--- config.mk ---
export PLATFORM = sky130hd
export DESIGN_NAME = rc_serial_frame_receiver
export DESIGN_NICKNAME = d
export VERILOG_FILES = /design/src/rtl/rcfr_pkg.sv /design/src/rtl/rc_serial_frame_receiver.sv /design/src/rtl/rcfr_collect.sv /design/src/rtl/rcfr_update.sv
export SDC_FILE = /design/constraint.sdc
export NUM_CORES = 1
export LEC_CHECK = 0
export ABC_AREA = 1
export BUFFER_PORTS_ARGS = -buffer_cell sky130_fd_sc_hd__buf_2
export CAP_MARGIN = 10
export CORE_UTILIZATION = 40
export CTS_CLUSTER_SIZE = 24
export DETAILED_ROUTE_END_ITERATION = 10
export HOLD_SLACK_MARGIN = 0.05
export PLACE_DENSITY_LB_ADDON = 0.25
export SYNTH_ARGS = -nofsm -noshare
export SYNTH_HDL_FRONTEND = slang
export SYNTH_SLANG_ARGS = --single-unit
--- constraint.sdc ---
create_clock -name clk_i -period 4.8 [get_ports clk_i]
set_input_delay 0.24 -clock clk_i [delete_from_list [all_inputs] [get_ports clk_i]]
set_output_delay 0.24 -clock clk_i [all_outputs]
set_load 0.03 [all_outputs]
--- src/rtl/rcfr_pkg.sv ---
// Package for the RC serial frame receiver.
// Holds the frame constants, register codes and the structs passed between stages.
// Depends on nothing.
`timescale 1ns / 1ps

package rcfr_pkg;

  localparam int FRAME_BYTES  = 32;
  localparam int POS_W        = $clog2(FRAME_BYTES);
  localparam int SUM_BYTES    = 30;
  localparam int OUT_CHANNELS = 6;
  localparam int CH_IDX_W     = 4;

  localparam logic [7:0]  START_BYTE  = 8'h20;
  localparam logic [7:0]  HEADER_BYTE = 8'h40;
  localparam logic [15:0] SUM_INIT    = 16'hFFFF;
  localparam logic [15:0] SILENCE_MAX = 16'hFFFF;
  localparam logic        MODE_TICK   = 1'b1;

  localparam logic [15:0] TIMEOUT_RESET    = 16'd500;
  localparam logic [15:0] VALID_LOW_RESET  = 16'd1000;
  localparam logic [15:0] VALID_HIGH_RESET = 16'd2000;

  typedef enum logic [1:0] {
    CFG_TIMEOUT    = 2'd0,
    CFG_VALID_LOW  = 2'd1,
    CFG_VALID_HIGH = 2'd2
  } cfg_reg_e;

  typedef struct packed {
    logic [15:0] timeout_ticks;
    logic [15:0] valid_low;
    logic [15:0] valid_high;
  } cfg_t;

  // What the collect stage hands to the update stage for one word.
  typedef struct packed {
    logic                tick_timeout;
    logic                finish;
    logic                hdr_ok;
    logic                pair_wr;
    logic [CH_IDX_W-1:0] pair_idx;
    logic [7:0]          data;
    logic [15:0]         sum;
  } stage_t;

endpackage

--- src/rtl/rc_serial_frame_receiver.sv ---
// A word accepted at an edge is registered in the collect stage, then its result word is
// written into the output register by the update stage once that register is free.
// Throughput: one word per cycle unless the output stalls; the collect stage reads the
// frame store once per word and the update stage retires one word per cycle into the output register when it is free.
// Reset: asynchronous, active low; clears parser, channels, failsafe (set) and the
// configuration registers to their defaults. The frame store is not cleared.
`timescale 1ns / 1ps

module rc_serial_frame_receiver import rcfr_pkg::*; #(
  parameter int USER_CHANNELS = 6
) (
  input  logic        clk_i,
  input  logic        rst_ni,
  input  logic        cfg_valid_i,
  output logic        cfg_ready_o,
  input  logic [1:0]  cfg_index_i,
  input  logic [15:0] cfg_data_i,
  input  logic        in_valid_i,
  output logic        in_ready_o,
  input  logic        mode_i,
  input  logic [7:0]  data_byte_i,
  output logic        out_valid_o,
  input  logic        out_ready_i,
  output logic [15:0] channel_one_o,
  output logic [15:0] channel_two_o,
  output logic [15:0] channel_three_o,
  output logic [15:0] channel_four_o,
  output logic [15:0] channel_five_o,
  output logic [15:0] channel_six_o,
  output logic        failsafe_o,
  output logic        frame_accepted_o
);

  cfg_t        cfg_q;
  logic        accept;
  stage_t      stage;
  logic [7:0]  rd_data;
  logic [15:0] out_ch [OUT_CHANNELS];

  assign cfg_ready_o = 1'b1;
  assign accept      = in_valid_i && in_ready_o;

  always_ff @(posedge clk_i or negedge rst_ni) begin
    if (!rst_ni) begin
      cfg_q.timeout_ticks <= TIMEOUT_RESET;
      cfg_q.valid_low     <= VALID_LOW_RESET;
      cfg_q.valid_high    <= VALID_HIGH_RESET;
    end else if (cfg_valid_i) begin
      unique case (cfg_reg_e'(cfg_index_i))
        CFG_TIMEOUT:    cfg_q.timeout_ticks <= cfg_data_i;
        CFG_VALID_LOW:  cfg_q.valid_low     <= cfg_data_i;
        CFG_VALID_HIGH: cfg_q.valid_high    <= cfg_data_i;
        default: ;
      endcase
    end
  end

  rcfr_collect #(
    .USER_CHANNELS(USER_CHANNELS)
  ) u_collect (
    .clk_i       (clk_i),
    .rst_ni      (rst_ni),
    .accept_i    (accept),
    .mode_i      (mode_i),
    .data_byte_i (data_byte_i),
    .cfg_i       (cfg_q),
    .stage_o     (stage),
    .rd_data_o   (rd_data)
  );

  rcfr_update #(
    .USER_CHANNELS(USER_CHANNELS)
  ) u_update (
    .clk_i            (clk_i),
    .rst_ni           (rst_ni),
    .in_accept_i      (accept),
    .in_ready_o       (in_ready_o),
    .stage_i          (stage),
    .rd_data_i        (rd_data),
    .cfg_i            (cfg_q),
    .out_valid_o      (out_valid_o),
    .out_ready_i      (out_ready_i),
    .out_ch_o         (out_ch),
    .failsafe_o       (failsafe_o),
    .frame_accepted_o (frame_accepted_o)
  );

  assign channel_one_o   = out_ch[0];
  assign channel_two_o   = out_ch[1];
  assign channel_three_o = out_ch[2];
  assign channel_four_o  = out_ch[3];
  assign channel_five_o  = out_ch[4];
  assign channel_six_o   = out_ch[5];

endmodule

--- src/rtl/rcfr_collect.sv ---
// Collect stage: start-byte hunt, byte position, checksum and silence counter.
// Owns the frame store memory and reads back the earlier byte of each pair.
// Depends on rcfr_pkg.
`timescale 1ns / 1ps

module rcfr_collect import rcfr_pkg::*; #(
  parameter int USER_CHANNELS = 6
) (
  input  logic        clk_i,
  input  logic        rst_ni,
  input  logic        accept_i,
  input  logic        mode_i,
  input  logic [7:0]  data_byte_i,
  input  cfg_t        cfg_i,
  output stage_t      stage_o,
  output logic [7:0]  rd_data_o
);

  localparam int PAIR_LAST = 2 * USER_CHANNELS + 1;

  logic             collecting_q, collecting_d;
  logic [POS_W-1:0] count_q, count_d;
  logic [15:0]      sum_q, sum_d;
  logic [15:0]      silence_q, silence_d;
  logic             hdr_ok_q, hdr_ok_d;
  logic             mem_we;
  logic             is_byte;
  stage_t           st;
  stage_t           stage_q;
  logic [7:0]       rd_q;
  logic [7:0]       mem_q [FRAME_BYTES];

  assign is_byte = (mode_i != MODE_TICK);

  always_comb begin
    collecting_d = collecting_q;
    count_d      = count_q;
    sum_d        = sum_q;
    hdr_ok_d     = hdr_ok_q;
    mem_we       = 1'b0;
    st           = '0;
    st.data      = data_byte_i;

    if (is_byte) begin
      silence_d = '0;
    end else if (silence_q != SILENCE_MAX) begin
      silence_d = silence_q + 16'd1;
    end else begin
      silence_d = silence_q;
    end

    if (is_byte) begin
      if (!collecting_q) begin
        if (data_byte_i == START_BYTE) begin
          collecting_d = 1'b1;
          count_d      = POS_W'(1);
          sum_d        = SUM_INIT - {8'h00, data_byte_i};
          mem_we       = 1'b1;
        end
      end else begin
        mem_we = 1'b1;
        if (count_q < POS_W'(SUM_BYTES)) begin
          sum_d = sum_q - {8'h00, data_byte_i};
        end
        if (count_q == POS_W'(1)) begin
          hdr_ok_d = (data_byte_i == HEADER_BYTE);
        end
        // The high byte of a channel pair; its low byte is read back from the store.
        if (count_q[0] && (count_q >= POS_W'(3)) && (count_q <= POS_W'(PAIR_LAST))) begin
          st.pair_wr  = 1'b1;
          st.pair_idx = CH_IDX_W'((count_q - POS_W'(3)) >> 1);
        end
        if (count_q == POS_W'(FRAME_BYTES - 1)) begin
          st.finish    = 1'b1;
          collecting_d = 1'b0;
          count_d      = '0;
        end else begin
          count_d = count_q + POS_W'(1);
        end
      end
    end

    st.sum          = sum_d;
    st.hdr_ok       = hdr_ok_q;
    st.tick_timeout = !is_byte && (silence_d > cfg_i.timeout_ticks);
  end

  always_ff @(posedge clk_i or negedge rst_ni) begin
    if (!rst_ni) begin
      collecting_q <= 1'b0;
      count_q      <= '0;
      sum_q        <= SUM_INIT;
      silence_q    <= '0;
      hdr_ok_q     <= 1'b0;
    end else if (accept_i) begin
      collecting_q <= collecting_d;
      count_q      <= count_d;
      sum_q        <= sum_d;
      silence_q    <= silence_d;
      hdr_ok_q     <= hdr_ok_d;
    end
  end

  // Frame store. The byte one position back was written at an earlier edge,
  // so the read sees it without forwarding.
  always_ff @(posedge clk_i) begin
    if (accept_i) begin
      if (mem_we) begin
        mem_q[count_q] <= data_byte_i;
      end
      rd_q    <= mem_q[count_q - POS_W'(1)];
      stage_q <= st;
    end
  end

  assign stage_o   = stage_q;
  assign rd_data_o = rd_q;

`ifndef ASSERT_OFF
  a_finish_rearms: assert property (@(posedge clk_i) disable iff (!rst_ni)
    (accept_i && st.finish) |=> (!collecting_q && (count_q == '0)))
    else $error("frame end did not return to start-byte hunt");
  a_tick_no_wrap: assert property (@(posedge clk_i) disable iff (!rst_ni)
    (accept_i && !is_byte) |=> (silence_q != '0))
    else $error("silence counter wrapped on a tick");
`endif

endmodule

--- src/rtl/rcfr_update.sv ---
// Update stage: channel values, failsafe and the output register.
// Loads channels from the pair staging registers on a good frame end.
// Depends on rcfr_pkg.
`timescale 1ns / 1ps

module rcfr_update import rcfr_pkg::*; #(
  parameter int USER_CHANNELS = 6
) (
  input  logic        clk_i,
  input  logic        rst_ni,
  input  logic        in_accept_i,
  output logic        in_ready_o,
  input  stage_t      stage_i,
  input  logic [7:0]  rd_data_i,
  input  cfg_t        cfg_i,
  output logic        out_valid_o,
  input  logic        out_ready_i,
  output logic [15:0] out_ch_o [OUT_CHANNELS],
  output logic        failsafe_o,
  output logic        frame_accepted_o
);

  logic        b_valid_q;
  logic        ov_q;
  logic        b_fire;
  logic [15:0] pair;
  logic [15:0] ch_q [USER_CHANNELS];
  logic [15:0] ch_d [USER_CHANNELS];
  logic [15:0] stage_q [USER_CHANNELS];
  logic [15:0] ch_view [OUT_CHANNELS];
  logic        fs_q, fs_d;
  logic        acc_d;
  logic [15:0] out_ch_q [OUT_CHANNELS];
  logic        out_fs_q, out_acc_q;

  assign b_fire     = b_valid_q && (!ov_q || out_ready_i);
  assign in_ready_o = !b_valid_q || b_fire;
  assign pair       = {stage_i.data, rd_data_i};

  always_comb begin
    ch_d  = ch_q;
    fs_d  = fs_q;
    acc_d = 1'b0;
    if (stage_i.tick_timeout) begin
      fs_d = 1'b1;
      for (int k = 0; k < USER_CHANNELS; k++) begin
        ch_d[k] = '0;
      end
    end
    if (stage_i.finish) begin
      fs_d = 1'b0;
      if (stage_i.hdr_ok && (pair == stage_i.sum)) begin
        acc_d = 1'b1;
        ch_d  = stage_q;
      end
    end
    for (int k = 0; k < USER_CHANNELS; k++) begin
      if ((ch_d[k] < cfg_i.valid_low) || (ch_d[k] > cfg_i.valid_high)) begin
        fs_d = 1'b1;
      end
    end
  end

  for (genvar gj = 0; gj < OUT_CHANNELS; gj++) begin : g_view
    if (gj < USER_CHANNELS) begin : g_used
      assign ch_view[gj] = ch_d[gj];
    end else begin : g_unused
      assign ch_view[gj] = '0;
    end
  end

  always_ff @(posedge clk_i or negedge rst_ni) begin
    if (!rst_ni) begin
      b_valid_q <= 1'b0;
      ov_q      <= 1'b0;
      fs_q      <= 1'b1;
      for (int k = 0; k < USER_CHANNELS; k++) begin
        ch_q[k] <= '0;
      end
    end else begin
      if (in_accept_i) begin
        b_valid_q <= 1'b1;
      end else if (b_fire) begin
        b_valid_q <= 1'b0;
      end
      if (b_fire) begin
        ov_q <= 1'b1;
      end else if (out_ready_i) begin
        ov_q <= 1'b0;
      end
      if (b_fire) begin
        fs_q <= fs_d;
        ch_q <= ch_d;
      end
    end
  end

  always_ff @(posedge clk_i) begin
    if (b_fire) begin
      out_ch_q  <= ch_view;
      out_fs_q  <= fs_d;
      out_acc_q <= acc_d;
      for (int k = 0; k < USER_CHANNELS; k++) begin
        if (stage_i.pair_wr && (stage_i.pair_idx == CH_IDX_W'(k))) begin
          stage_q[k] <= pair;
        end
      end
    end
  end

  assign out_valid_o      = ov_q;
  assign out_ch_o         = out_ch_q;
  assign failsafe_o       = out_fs_q;
  assign frame_accepted_o = out_acc_q;

`ifndef ASSERT_OFF
  a_timeout_sets_fs: assert property (@(posedge clk_i) disable iff (!rst_ni)
    (b_fire && stage_i.tick_timeout) |=> (fs_q && (ch_q[0] == '0)))
    else $error("timeout did not set failsafe and clear channels");
  a_channels_hold: assert property (@(posedge clk_i) disable iff (!rst_ni)
    (b_fire && !stage_i.finish && !stage_i.tick_timeout) |=> $stable(ch_q[0]))
    else $error("channel changed without a frame end or timeout");
`endif

endmodule

# Word level (Yosys, flattened, before mapping)

Memories as Yosys holds them, arrays and structs flattened. A register that Yosys moved wholly into a read port is not among the register bits.
Cells that the tools add are included.

Add/subtract/negate cells: 6
Order comparisons: 16
Equal/unequal tests: 13
Mux-type cells: 35
Bitwise logic cells: 3
Reduce and logical (&&, ||, !) cells: 41

Operators by type and width:

| operator                                                       | number |
|---|---|
| two-way mux 96 bit                                             | 3 |
| > comparator 16 bit                                            | 7 |
| < comparator 16 bit                                            | 6 |
| two-way mux 16 bit                                             | 6 |
| two-way mux 1 bit                                              | 22 |
| two-way mux 5 bit                                              | 4 |
| AND reduction 2 bit                                            | 10 |
| adder 16 x 1 -> 16 bit, second input constant                  | 1 |
| == test 16 bit                                                 | 1 |
| != test 16 bit, second input constant                          | 1 |
| subtractor 16 x 8 -> 16 bit                                    | 1 |
| logical AND 1 bit                                              | 12 |
| subtractor 1 x 9 -> 10 bit, first input constant               | 1 |
| == test 4 x 2 -> 1 bit, second input constant                  | 2 |
| == test 4 x 3 -> 1 bit, second input constant                  | 2 |
| == test 8 x 6 -> 1 bit, second input constant                  | 1 |
| == test 8 x 7 -> 1 bit, second input constant                  | 1 |
| logical OR 1 bit                                               | 8 |
| nonzero test 2 bit                                             | 3 |
| adder 5 x 1 -> 5 bit, second input constant                    | 1 |
| == test 5 x 1 -> 1 bit, second input constant                  | 1 |
| == test 5 bit, second input constant                           | 1 |
| >= comparator 5 x 2 -> 1 bit, second input constant            | 1 |
| less-or-equal comparator 5 x 4 -> 1 bit, second input constant | 1 |
| 14 further kinds                                               | 17 |

Register bits: 412
Memory bits (writable): 256
Bits of input ports: 32
Output and inout bits: 101
Logic and storage cells: 153
Memories kept: 1

Memories:

| memory          | depth | bits a word | rd ports | clocked after Yosys merged registers in | wr ports | RTL line           | source |
|---|---|---|---|---|---|---|---|
| u_collect.mem_q | 32    | 8           | 1        | 1                                       | 1        | rcfr_collect.sv:31 | `logic [7:0] mem_q [FRAME_BYTES];` |

# Depth between registers and ports, before layout

Word-level depth: 12
Gate-level depth with buffers: 27
Depth with buffers taken out: 26

# Modules after synthesis

Synthesis repeated with hierarchy kept, for this count alone.

Cell total of the unflattened synthesis: 3166
Area total of the unflattened synthesis: 32663.8 um2

By module, submodules not included:

| module                   | times used | cells each | area an instance (um2) | seq. area each (um2) |
|---|---|---|---|---|
| rcfr_update              | 1          | 1555       | 15531.1                | 8304.2 |
| rcfr_collect             | 1          | 1393       | 15046.9                | 9884.5 |
| rc_serial_frame_receiver | 1          | 218        | 2085.8                 | 1223.7 |

# Worst setup path after synthesis

No wires, ideal clock.

Path type: reg2reg
Start: register u_update.ov_q (netlist: u_update.out_valid_o)
End: register u_update.ch_q[65] in the netlist's numbering
Setup time: 0.280 ns
Arrival: 4.145 ns
Data required time: 4.520 ns
Path slack: 0.376 ns
Stages on the path, launching flop included: 7
Buffers on the path: 2
Period minus slack after synthesis: 4.424 ns
Path through: dfrtp_1 -> nand2_1 -> nand2_1 -> inv_2 -> clkbuf_1 -> clkbuf_1 -> a31oi_1

Longest elaborated chain between the ends: 3

RTL lines:

| item                     | RTL line          | source |
|---|---|---|
| start: declaration       | rcfr_update.sv:24 | `logic ov_q;` |
| start signal: assignment | rcfr_update.sv:75 | `ov_q <= 1'b0;` |
| start signal: assignment | rcfr_update.sv:87 | `ov_q <= 1'b1;` |
| start signal: assignment | rcfr_update.sv:89 | `ov_q <= 1'b0;` |
| zero test 1 bit          | rcfr_update.sv:36 | `assign b_fire = b_valid_q && (!ov_q \|\| out_ready_i);` |
| logical OR 1 bit         | rcfr_update.sv:36 |  |
| logical AND 1 bit        | rcfr_update.sv:36 |  |
| net u_update.b_fire      | rcfr_update.sv:25 | `logic b_fire;` |
| end signal: assignment   | rcfr_update.sv:93 | `ch_q <= ch_d;` |
| end: declaration         | rcfr_update.sv:27 | `logic [15:0] ch_q [USER_CHANNELS];` |

The timed path passes the listed nets, and every way through them passes these cells.
A chain may end at the register's enable or synchronous reset.

==> metrics.txt <==
outcome complete, no violations; Post-Synthesis Cell Area 0.0319 sq mm; utilization after layout 46.7%; Critical path buffers and inverters 3; leakage power 14.9 nW; worst r2r path cells 20; Post-DP HPWL 62.2 mm; Post-CTS Setup Inserts 0; TritonCTS clock tree built; CP Launch Type flip-flop; Post-Syn Area per Cell 10.6 sq um; Top delay family on crit path simple AND/OR/NAND/NOR gates; worst hold-check path type input pin to flip-flop; Die W 284 microns; H-tree levels 3; overall power 21.6 mW; peak supply drop 0.400 mV; Final GP Congestion 0.931; critical path type flip-flop to flip-flop; commonest non-fill, non-tap cell in the layout nand2_1; CP endpoint kind flip-flop; layout cells sized above 1 11.8%; Clk pin slew, worst setup/hold paths 60 ps; Skew-Pair Late Insertion Delay 620 ps; Cell Rows 103; Mapped Nets 3267; initial drt markers 2043; drt first pass iters 5; r2r setup slk 490 ps; final hold vios 0; # IOs 133; Area growth syn-to-layout 15.5%; slowest stage delay, CP 560 ps; largest net degree at the start of global routing 151; Worst Path Max Fanout 28; pwr dens 586 mW/mm^2; Cells after Synth 3017; Clock Tree Root clkbuf_16; nets 3435; Most used DFF post-synth edfxtp_1; Avg WL per Cell 20.9 microns; Max Slew Vio Count 0; GRT Total Usage 22.1%; post-synth cell types 56; initial core utilization 40.4%; Final Critical Period 4310 ps; total negative slack 0 ps; Worst slew margin 23.5%; Final ANT Viol Nets 0; Slew @ Worst Pin 1140 ps; Final setup viols 0; fin crit share 89.8%; Max Root-Sink Buffers 3; Routed WL 89.6 mm; Seq cells post-synth 676; hold_sp in_valid_i; Die Ht 284 microns; cts bufs inserted 75; total grt overflow 0; DIE AREA 0.0808 sq mm; setup ws final 491 ps; total clock sinks 676; yosys warns 0; Setup WS pre-CTS 560 ps; initial antenna violation count 0; max cap viols 0; WHS Path Cells 4; DR vias 23081; fmax 232 MHz; hold buffers post-CTS 18; Remaining DRCs 0; placed instance count 4140; Antenna Cells 0; final std cells w/o fill 4297; origin of the critical flop-to-flop path u_collect.rd_data_o[7]$_DFFE_PP_; Fillers 7321; Hold EP u_update.b_valid_q$_DFFE_PN0P_; vias in the first global route 21997; buffers added on ports 131; CP max-delay cell edfxtp_1; Via-to-Cell Ratio 5.37; Post-synth EDFFs 490; clock skew 33.7 ps; # resized after CTS 0; Worst path most repeated cell nand2_1; commonest non-fill, non-tap cells in the layout nand2_1 (555), edfxtp_1 (490), nor2_1 (370); Worst EP arrival 4680 ps; WP data required 5170 ps; first-pass GRT wire length 136 mm; Core ar. 0.0789 sq mm; RR Endpoint u_update.failsafe_o$_DFFE_PP_; asr flop ratio synth 27.5%; RSZ-0062 raised after global routing false; sequential-to-total area share from yosys stat 60.9%; CP cell instances inv_1, nand2_1, nand2_1, nor2_1, nand2_1, nor2_4, nand3_2, inv_2, buf_4, nand2_1, nand2_1, ha_1, nand4_1, nor4_1, a22o_1, nand3_1, nor2_1, nand2_1, nor2_1, nand2_1
flip-flops by register name, indices dropped and copies added, names as in the netlist, 5 cells and up:
register,count
u_collect.rd_data_o,8
u_collect.sum_q,16
u_update.ch_q,96
u_collect.count_q,5
u_collect.mem_q,256
u_update.out_ch_o,96
u_collect.silence_q,16
u_update.stage_q,96
cfg_q,48
u_collect.stage_o,32
through the flow:
step	instance area (sq um)	hold slack [ps]
after floorplan	31900	-55.6
after global placement	33900	358
after detailed placement	34000	354
after CTS	36800	63.2
after global routing	36800	109
final	36800	85.3
per-layer routing:
metal,global-route usage [%],share of wire (%)
met4,8.68,3.7
met3,2.91,5.2
met1,29.7,44
met5,0,0
met2,36.2,47
cell usage after synthesis, drive strengths merged (23+ instances only):
cell type / number / area, sq um
o22ai: 46 / 288
nand4: 30 / 188
edfxtp: 490 / 14700
nand3: 143 / 731
a31oi: 104 / 651
inv: 220 / 826
a21oi: 95 / 479
o221ai: 28 / 245
nor3: 23 / 120
clkbuf: 99 / 372
ha: 217 / 2720
nor2: 377 / 1450
buf: 24 / 118
dfstp: 35 / 920
dfrtp: 151 / 3780
nand2: 557 / 2100
o21ai: 279 / 1400
o211ai: 26 / 195
worst reg2reg max path, cell delays in order (launching register included):
cell and delay (ps):
edfxtp_1 560, inv_1 70, nand2_1 90, nand2_1 60
nor2_1 110, nand2_1 100, nor2_4 180, nand3_2 160
inv_2 430, buf_4 420, nand2_1 160, nand2_1 160
ha_1 170, nand4_1 120, nor4_1 560, a22o_1 260
nand3_1 80, nor2_1 110, nand2_1 60, nor2_1 140
nand2_1 60
layout make-up:
cell class | instances | area [sq um] | area share, %
inverter | 220 | 835 | 2.27
clock buffer | 90 | 2040 | 5.54
timing repair buffer | 214 | 1390 | 3.78
tap | 1050 | 1310 | 3.57
clock inverter | 49 | 644 | 1.75
sequential | 676 | 19400 | 52.7
multi-input combinational | 1998 | 11200 | 30.4
power breakdown:
group / internal (mW) / switching (mW) / total (mW)
logic: 2.32 / 5.19 / 7.51
registers: 7.32 / 0.513 / 7.84
clock network: 3.80 / 2.42 / 6.22
kinds of logic (layout without fill, tap and decap cells):
logic type | after synthesis | count (layout) | share of synthesized area [%]
AOI/OAI and AO/OA | 622 | 622 | 11.3
xor gates and xnor gates | 13 | 13 | 0.404
adders and majority gates | 218 | 218 | 8.58
buffers and inverters | 343 | 573 | 4.12
DFF | 676 | 676 | 60.9
other | 1 | 1 | 0.0118
and+or+nand+nor | 1144 | 1144 | 14.7
how the worst max path moves through the flow:
stage                                     start  depth (start not counted)  slack [ps]                               end
3_3_place_gp                     data_byte_i[1]                          8         420  u_collect.mem_q[30][3]$_DFFE_PP_
6_report       u_collect.rd_data_o[7]$_DFFE_PP_                         20         490     u_update.failsafe_o$_DFFE_PP_
3_5_place_dp    u_collect.stage_o[19]$_DFFE_PP_                         20         560     u_update.failsafe_o$_DFFE_PP_
2_1_floorplan  u_update.out_valid_o$_DFFE_PN0P_                          6         380     u_update.ch_q[65]$_DFFE_PN0P_
5_1_grt        u_collect.rd_data_o[6]$_DFFE_PP_                         22         200         u_update.fs_q$_DFFE_PN1P_
4_1_cts         u_collect.stage_o[19]$_DFFE_PP_                         20         560     u_update.failsafe_o$_DFFE_PP_
(Power assumes the default switching activity.)
